==> src/rtl/udiv64_pkg.sv <==
//------------------------------------------------------------------------------
// udiv64_pkg: shared definitions for the 64-bit unsigned divider
// Holds the port word width and the control word that travels with each
// transaction down the divider pipeline.
//------------------------------------------------------------------------------
`default_nettype none

package udiv64_pkg;

	// Width of the operand and result fields on the channels.
	localparam int unsigned WORD_W = 64;

	// Control word carried alongside the data of each pipeline stage.
	typedef struct packed {
		logic valid;
		logic dbz;
	} stage_ctl_t;

endpackage : udiv64_pkg

`default_nettype wire

==> src/rtl/udiv64_stage.sv <==
//------------------------------------------------------------------------------
// udiv64_stage: one restoring-division step with its pipeline register
// Shifts the next dividend bit into the partial remainder, subtracts the
// divisor when that does not borrow, and shifts the quotient bit in at the
// bottom of the combined dividend/quotient word.
//------------------------------------------------------------------------------
`default_nettype none

module udiv64_stage #(
	parameter int unsigned DATA_WIDTH = 64
) (
	input  wire                          clk,
	input  wire                          arst_n,
	input  wire                          en,
	input  udiv64_pkg::stage_ctl_t       ctl_in,
	input  wire [DATA_WIDTH-1:0]         rem_in,
	input  wire [DATA_WIDTH-1:0]         nq_in,
	input  wire [DATA_WIDTH-1:0]         den_in,
	output udiv64_pkg::stage_ctl_t       ctl_out,
	output logic [DATA_WIDTH-1:0]        rem_out,
	output logic [DATA_WIDTH-1:0]        nq_out,
	output logic [DATA_WIDTH-1:0]        den_out
);

	udiv64_pkg::stage_ctl_t      ctl_s1;
	logic [DATA_WIDTH-1:0]       rem_s1;
	logic [DATA_WIDTH-1:0]       nq_s1;
	logic [DATA_WIDTH-1:0]       den_s1;

	logic [DATA_WIDTH:0]         shifted;
	logic [DATA_WIDTH:0]         diff;
	logic                        qbit;

	// The shifted remainder keeps its carry-out as an extra top bit, so the
	// compare is exact even for divisors with the top bit set.
	assign shifted = {rem_in, nq_in[DATA_WIDTH-1]};
	assign diff    = shifted - {1'b0, den_in};
	assign qbit    = ~diff[DATA_WIDTH];

	always_ff @(posedge clk or negedge arst_n) begin
		if (!arst_n) begin
			ctl_s1 <= '0;
		end else if (en) begin
			ctl_s1 <= ctl_in;
		end
	end

	always_ff @(posedge clk) begin
		if (en) begin
			rem_s1 <= qbit ? diff[DATA_WIDTH-1:0] : shifted[DATA_WIDTH-1:0];
			nq_s1  <= {nq_in[DATA_WIDTH-2:0], qbit};
			den_s1 <= den_in;
		end
	end

	assign ctl_out = ctl_s1;
	assign rem_out = rem_s1;
	assign nq_out  = nq_s1;
	assign den_out = den_s1;

endmodule : udiv64_stage

`default_nettype wire

==> config.mk <==
export PLATFORM = sky130hd
export DESIGN_NAME = udiv64_stage
export DESIGN_NICKNAME = d
export VERILOG_FILES = /design/src/rtl/udiv64_pkg.sv /design/src/rtl/udiv64_stage.sv
export SDC_FILE = /design/constraint.sdc
export NUM_CORES = 1
export LEC_CHECK = 0
export ABC_AREA = 1
export ABC_CLOCK_PERIOD_IN_PS = 1100
export BUFFER_PORTS_ARGS = -buffer_cell sky130_fd_sc_hd__buf_4
export CAP_MARGIN = 20
export CORE_UTILIZATION = 53
export DETAILED_ROUTE_END_ITERATION = 16
export PLACE_DENSITY = 0.88
export SLEW_MARGIN = 0
export SYNTH_ARGS = -nofsm -noshare
export SYNTH_HDL_FRONTEND = slang
export SYNTH_SLANG_ARGS = --single-unit
==> constraint.sdc <==
create_clock -name clk -period 1.1 [get_ports clk]
set_clock_uncertainty 0.2 [all_clocks]
set_input_delay 0.11 -clock clk [delete_from_list [all_inputs] [get_ports clk]]
set_output_delay 0.11 -clock clk [all_outputs]
set_load 0.03 [all_outputs]
==> results_tabular.tex, run 1 <==
\begin{tabular}{lr}
\hline
Metric & Value \\
\hline
\multicolumn{2}{l}{\textbf{Placed design}} \\
Port buffer count & about 400 \\
Detail Placement HPWL & around 43000 um \\
Last weighted congestion value of the routability-driven placer & 0.977 \\
Placement-stage cell area & $\sim$19000 um\^{}2 \\
\multicolumn{2}{l}{\textbf{Synth}} \\
Post-synthesis cell area & 13100 um\^{}2 \\
Gate count after technology mapping & between 1500 and 2000 \\
Flops \& latches, synth & roughly 190 \\
Synthesized area per cell & between 7 and 8 um\^{}2 \\
Number of nets in the synthesized netlist & between 2000 and 2500 \\
Cell type contributing the most total cell area after synthesis & edfxtp\_1 \\
Most area-consuming cells after synthesis & edfxtp\_1 (44\%), nand2\_1 (23\%), inv\_1 (11\%), ha\_1 (6.1\%), nor2\_1 (3.0\%) \\
Number of warnings reported in the yosys synthesis log & 0 \\
Sequential cell area fraction in the yosys report & between 40\% and 50\% \\
Distinct cells, synth & 33 \\
Share of the synthesized area in the top cell type & around 44\% \\
\multicolumn{2}{l}{\textbf{GRT}} \\
Total overflow reported by the global router & about 150 \\
Maximum number of pins on one net before global-route repair & 38 \\
Wire length of the first global-routing pass & 147000 um \\
Number of global-route vias before repair & between 20000 and 25000 \\
Overall fraction of global-route tracks in use & between 70\% and 80\% \\
\multicolumn{2}{l}{\textbf{Run status}} \\
First Error & [ERROR GRT-0116] Global routing finished with congestion. Check the congestion regions in the DRC Viewer. \\
Run status & did not finish \\
Stage at which the run stopped & global routing (5\_1\_grt) \\
\multicolumn{2}{l}{\textbf{CTS}} \\
Number of buffers on the longest clock path & 2 \\
Total number of clock tree sinks & slightly below 200 \\
CTS root buf & clkbuf\_16 \\
H-Tree Level Count & 4 \\
Inserted Clock Buffers & 17 \\
\multicolumn{2}{l}{\textbf{Die}} \\
Ports & $\sim$400 \\
Die Width & 159 um \\
Starting density of the core & 53.9\% \\
Vertical die dimension & between 150 and 200 um \\
Count of standard-cell rows & between 50 and 60 \\
\hline
\end{tabular}
==> synth_stat cells (all sizes together) <==
master  instances
nand2         818
inv           392
edfxtp        192
nor2          111
nand3          70
ha             64
a21oi          53
xor2           30
nand4          17
buf            13
nor3           12
o21bai          8
nor4            4
o21ai           4
and3            2
dfrtp           2
mux2            2
or2             2
clkinv          1
fa              1
nand3b          1
xnor2           1
==> cell families after synthesis <==
logic type	count (synthesis)	synth area share, %
AND/OR/NAND/NOR	1037	31.9
adder cells (fa/ha/maj)	65	6.28
multiplexers	2	0.172
AO/OA/AOI/OAI	65	2.64
XOR/XNOR	31	2.08
buffers and inverters	406	12.4
flip-flops	194	44.5
==> stage by stage <==
stage	worst slack, ps	setup TNS (ps)	cells	hold WS (ps)	util [%]
3_5_place_dp	-1560	-102860	2787	-306	76.4
3_3_place_gp	-1510	-93610	2787	-307	76.4
4_1_cts	-985	-105300	3028	-361	94.0
2_1_floorplan	-1140	-73180	1800	-386	-
==> per-layer routing <==
layer  GRT overflow  track usage, %
met5              0            30.7
met3              2            63.5
met4             68            80.9
met1              1            78.9
met2             80            96.7
==> repair_timing <==
item,4_1_cts
resized for setup,357
hold endpoints to repair,199
setup buffers,9
setup endpoints to repair,259
pin swaps,21
cloned,7
hold buffers,193
==> inputs of run 2 (changes only) <==
--- a/config.mk
+++ b/config.mk
@@ -9,9 +9,9 @@
 export ABC_CLOCK_PERIOD_IN_PS = 1100
 export BUFFER_PORTS_ARGS = -buffer_cell sky130_fd_sc_hd__buf_4
 export CAP_MARGIN = 20
-export CORE_UTILIZATION = 53
+export CORE_UTILIZATION = 40
 export DETAILED_ROUTE_END_ITERATION = 16
-export PLACE_DENSITY = 0.88
+export PLACE_DENSITY_LB_ADDON = 0.15
 export SLEW_MARGIN = 0
 export SYNTH_ARGS = -nofsm -noshare
 export SYNTH_HDL_FRONTEND = slang
==> results_tabular.tex, run 2 <==
\begin{tabular}{lr}
\hline
Metric & Value \\
\hline
\multicolumn{2}{l}{\textbf{Run status}} \\
Run status & finished, violations left \\
Violations in the final reports & hold timing, setup timing \\
\multicolumn{2}{l}{\textbf{Synth}} \\
Cell type contributing the most total cell area after synthesis & edfxtp\_1 \\
Distinct cells, synth & 33 (unchanged) \\
Number of nets in the synthesized netlist & 2062 (unchanged) \\
Sequential cell area fraction in the yosys report & 44.5\% (unchanged) \\
Predominant post-synthesis flop cell & edfxtp\_1 \\
Most common library cells after synthesis & nand2\_1 (788), inv\_1 (388), edfxtp\_1 (192), nor2\_1 (103), nand3\_1 (70) \\
Mux share of post-synthesis cell area & 0.172\% (unchanged) \\
Number of warnings reported in the yosys synthesis log & 0 (unchanged) \\
Share of the synthesized area in the top cell type & 44.1\% (unchanged) \\
Most area-consuming cells after synthesis & edfxtp\_1 (44\%), nand2\_1 (23\%), inv\_1 (11\%), ha\_1 (6.1\%), nor2\_1 (3.0\%) \\
Number of enable flip-flop cells after synthesis & 192 (unchanged) \\
Gate count after technology mapping & 1800 (unchanged) \\
Async set-reset flop share out of synthesis & 1.03\% (unchanged) \\
Adder-cell share of the synthesized area & 6.28\% (unchanged) \\
Post-synthesis cell area & 13100 um\^{}2 (unchanged) \\
Synthesized area per cell & 7.26 um\^{}2 (unchanged) \\
Xor/xnor share of the synthesized area & 2.08\% (unchanged) \\
Top-count cell post-synth & nand2\_1 \\
Simple-gate share of the synthesized area & 31.9\% (unchanged) \\
Dominant combinational cell family by area after synthesis & simple AND/OR/NAND/NOR gates \\
Flops \& latches, synth & 194 (unchanged) \\
Area fraction in compound gates after synthesis & 2.64\% (unchanged) \\
\multicolumn{2}{l}{\textbf{CTS}} \\
Clock insertion delay at the later pin of the skew report & roughly 470 ps \\
CTS root buf & clkbuf\_16 \\
Clock tree from TritonCTS & built \\
Total number of clock tree sinks & 194 (unchanged) \\
Clock-pin transition on the worst setup and hold timing paths & $\sim$70 ps \\
H-Tree Level Count & 4 (unchanged) \\
Number of buffers on the longest clock path & 2 (unchanged) \\
Inserted Clock Buffers & 17 (unchanged) \\
\multicolumn{2}{l}{\textbf{STA}} \\
Worst Hold Margin & -372 ps \\
Setup repair after global routing missed its margin & true \\
Worst-Margin Slew & approximately 320 ps \\
Relative max-transition margin & 78.6\% \\
Final Hold Fails & 25 \\
Number of endpoints failing setup at the final stage & approximately 260 \\
Final min period & approximately 2200 ps \\
Slack of the critical path & -1060 ps \\
Max Transition Viols Final & 0 \\
Highest clock rate & 0.462 GHz \\
Final period util & 197\% \\
\multicolumn{2}{l}{\textbf{Cells and area}} \\
Final instance area & 23800 um\^{}2 \\
Cell Count, Final, Fillers Out & around 3200 \\
Filler instances & 2200 \\
Diode count & 0 \\
Sequential Area & 5820 um\^{}2 \\
Most frequent cells in the layout & nand2\_1 (708), buf\_4 (521), inv\_1 (372), buf\_6 (200), dlygate4sd3\_1 (195) \\
Post-Route Utilization & about three quarters \\
Layout overhead on the synthesized area & 82.2\% \\
Layout net count & around 3000 \\
Most common cell after layout, fill and taps aside & nand2\_1 \\
Layout cell share with drive strength beyond 1 & between 30\% and 40\% \\
Area of the multi-input gates & 6730 um\^{}2 \\
\multicolumn{2}{l}{\textbf{Critical path}} \\
Arrival time at the worst endpoint & about 2200 ps \\
Worst setup path category & in2reg \\
Required arrival time at the worst endpoint & around 1100 ps \\
Kind of launch point of the worst setup path & input port \\
Maximum fanout count along the critical path & 8 \\
Sort of element at the end of the critical path & flop \\
\multicolumn{2}{l}{\textbf{Route}} \\
Detailed Route WL & approximately 61000 um \\
DRC & 0 \\
Number of iterations in the first detailed-routing pass & 6 \\
Remaining antenna violation count & 0 \\
Initial DRC Count & around 1300 \\
Overall via count from detail\_route & between 15000 and 20000 \\
Via count normalized by instance count & a little under 5 \\
Average wire per cell in the routed design & 19.2 um \\
\multicolumn{2}{l}{\textbf{GRT}} \\
Overall fraction of global-route tracks in use & roughly a third \\
Total overflow reported by the global router & 0 \\
Initial antenna violation count & 0 \\
Maximum number of pins on one net before global-route repair & 32 \\
Number of global-route vias before repair & $\sim$15000 \\
Wire length of the first global-routing pass & about 88000 um \\
\multicolumn{2}{l}{\textbf{Die}} \\
Vertical die dimension & 183 um (+15\%) \\
Count of standard-cell rows & 65 (+14\%) \\
Die Width & 183 um (+15\%) \\
Ports & 391 (unchanged) \\
Core area & approximately 32000 um\^{}2 \\
Starting density of the core & 41.0\% (-13 points) \\
Die ar. & $\sim$33000 um\^{}2 \\
\multicolumn{2}{l}{\textbf{Run}} \\
Max-cap viol count & 0 \\
\multicolumn{2}{l}{\textbf{Placed design}} \\
Detail Placement HPWL & 39800 um (-6.5\%) \\
Port buffer count & 390 (unchanged) \\
Worst setup timing slack at the placement stage & -1500 ps (+62.2 ps) \\
Instance count after placement with tap cells included & 2935 (+5.3\%) \\
Last weighted congestion value of the routability-driven placer & 0.949 (-2.9\%) \\
Placement-stage cell area & 19000 um\^{}2 (+2.7\%) \\
\multicolumn{2}{l}{\textbf{Worst hold path}} \\
Hold crit path type & in2reg \\
\multicolumn{2}{l}{\textbf{Pwr}} \\
Peak supply drop & $\sim$1100 uV \\
Leakage power & approximately 12 nW \\
Power consumption & between 20 and 30 mW \\
Pwr dens & 1190 nW/um\^{}2 \\
\hline
\end{tabular}
run 2: cell counts after synthesis:
Identical to the previous run, type by type.
run 2: repair_timing:
item / 4_1_cts / 5_1_grt
gates cloned: 6 / 2
hold endpoints to repair: 234 / 27
gates resized for setup: 291 / 137
setup endpoints to repair: 259 / 263
buffers inserted: 17 / 8
hold buffers: 192 / 3
pin swaps: 17 / 28
run 2: layer usage:
layer | part of all wire, % | wire length (um) | GRT usage, %
met1 | 39 | 24100 | 41.7
met2 | 50 | 30400 | 62.9
met3 | 7.0 | 4270 | 5.13
met4 | 4.3 | 2630 | 15.6
met5 | 0 | 0 | 0
run 2: final timing paths:
path / slack [ps] / startpoint / endpoint / depth (start not counted)
min: -370 / den_in[0] / den_out[0]$_DFFE_PP_ / 1
max in group asynchronous: 230 / arst_n / ctl_out[0]$_DFFE_PN0P_ / 3
max: -1060 / den_in[33] / rem_out[43]$_DFFE_PP_ / 20
max reg2reg: -10 / ctl_out[1]$_DFFE_PN0P_ / ctl_out[1]$_DFFE_PN0P_ / 2
min in group asynchronous: 340 / arst_n / ctl_out[1]$_DFFE_PN0P_ / 3
min reg2reg: 460 / ctl_out[0]$_DFFE_PN0P_ / ctl_out[0]$_DFFE_PN0P_ / 2
run 2: power by group:
group	internal, mW	total (mW)	switching [mW]
logic	5.33	11.8	6.47
clock network	3.83	7.02	3.20
registers	9.07	9.52	0.446
run 2: layout make-up:
| cell class | instances | share of cell area [%] |
|---|---|---|
| clock buffer | 21 | 1.98 |
| sequential | 194 | 24.4 |
| inverter | 393 | 6.23 |
| clock inverter | 11 | 0.694 |
| timing repair buffer | 938 | 36.1 |
| multi-input combinational | 1200 | 28.3 |
| tap | 435 | 2.29 |
run 2: cells by family (layout without fill, tap and decap cells):
group / count (synthesis) / count (layout)
and+or+nand+nor: 1037 / 1037
buffers and inverters: 406 / 1363
DFF: 194 / 194
adders and majority gates: 65 / 65
AOI/OAI and AO/OA: 65 / 65
xor gates and xnor gates: 31 / 31
muxes: 2 / 2
run 2: metrics by stage:
step	hold WS, ps	TNS (ps)
global placement	-308	-94940
detailed placement	-307	-96790
finish	-372	-110060
CTS	-386	-102920
global route	-374	-117710
floorplan	-386	-73180
run 2: worst max-delay path, cell delays in order:
cell     delay, ps
buf_4          100
inv_2           50
ha_4           280
nand2_1         80
nand2_1        110
nand2_1         70
nand2_2         70
nand2_1         60
nand2_2        100
nand2_2         80
nand2_2         80
a21oi_2         50
buf_4          150
buf_4          150
nand3_4        100
nand2_8        110
buf_12         160
buf_16         160
nand2_4         60
nand2_2         40
(Power assumes the default switching activity.)
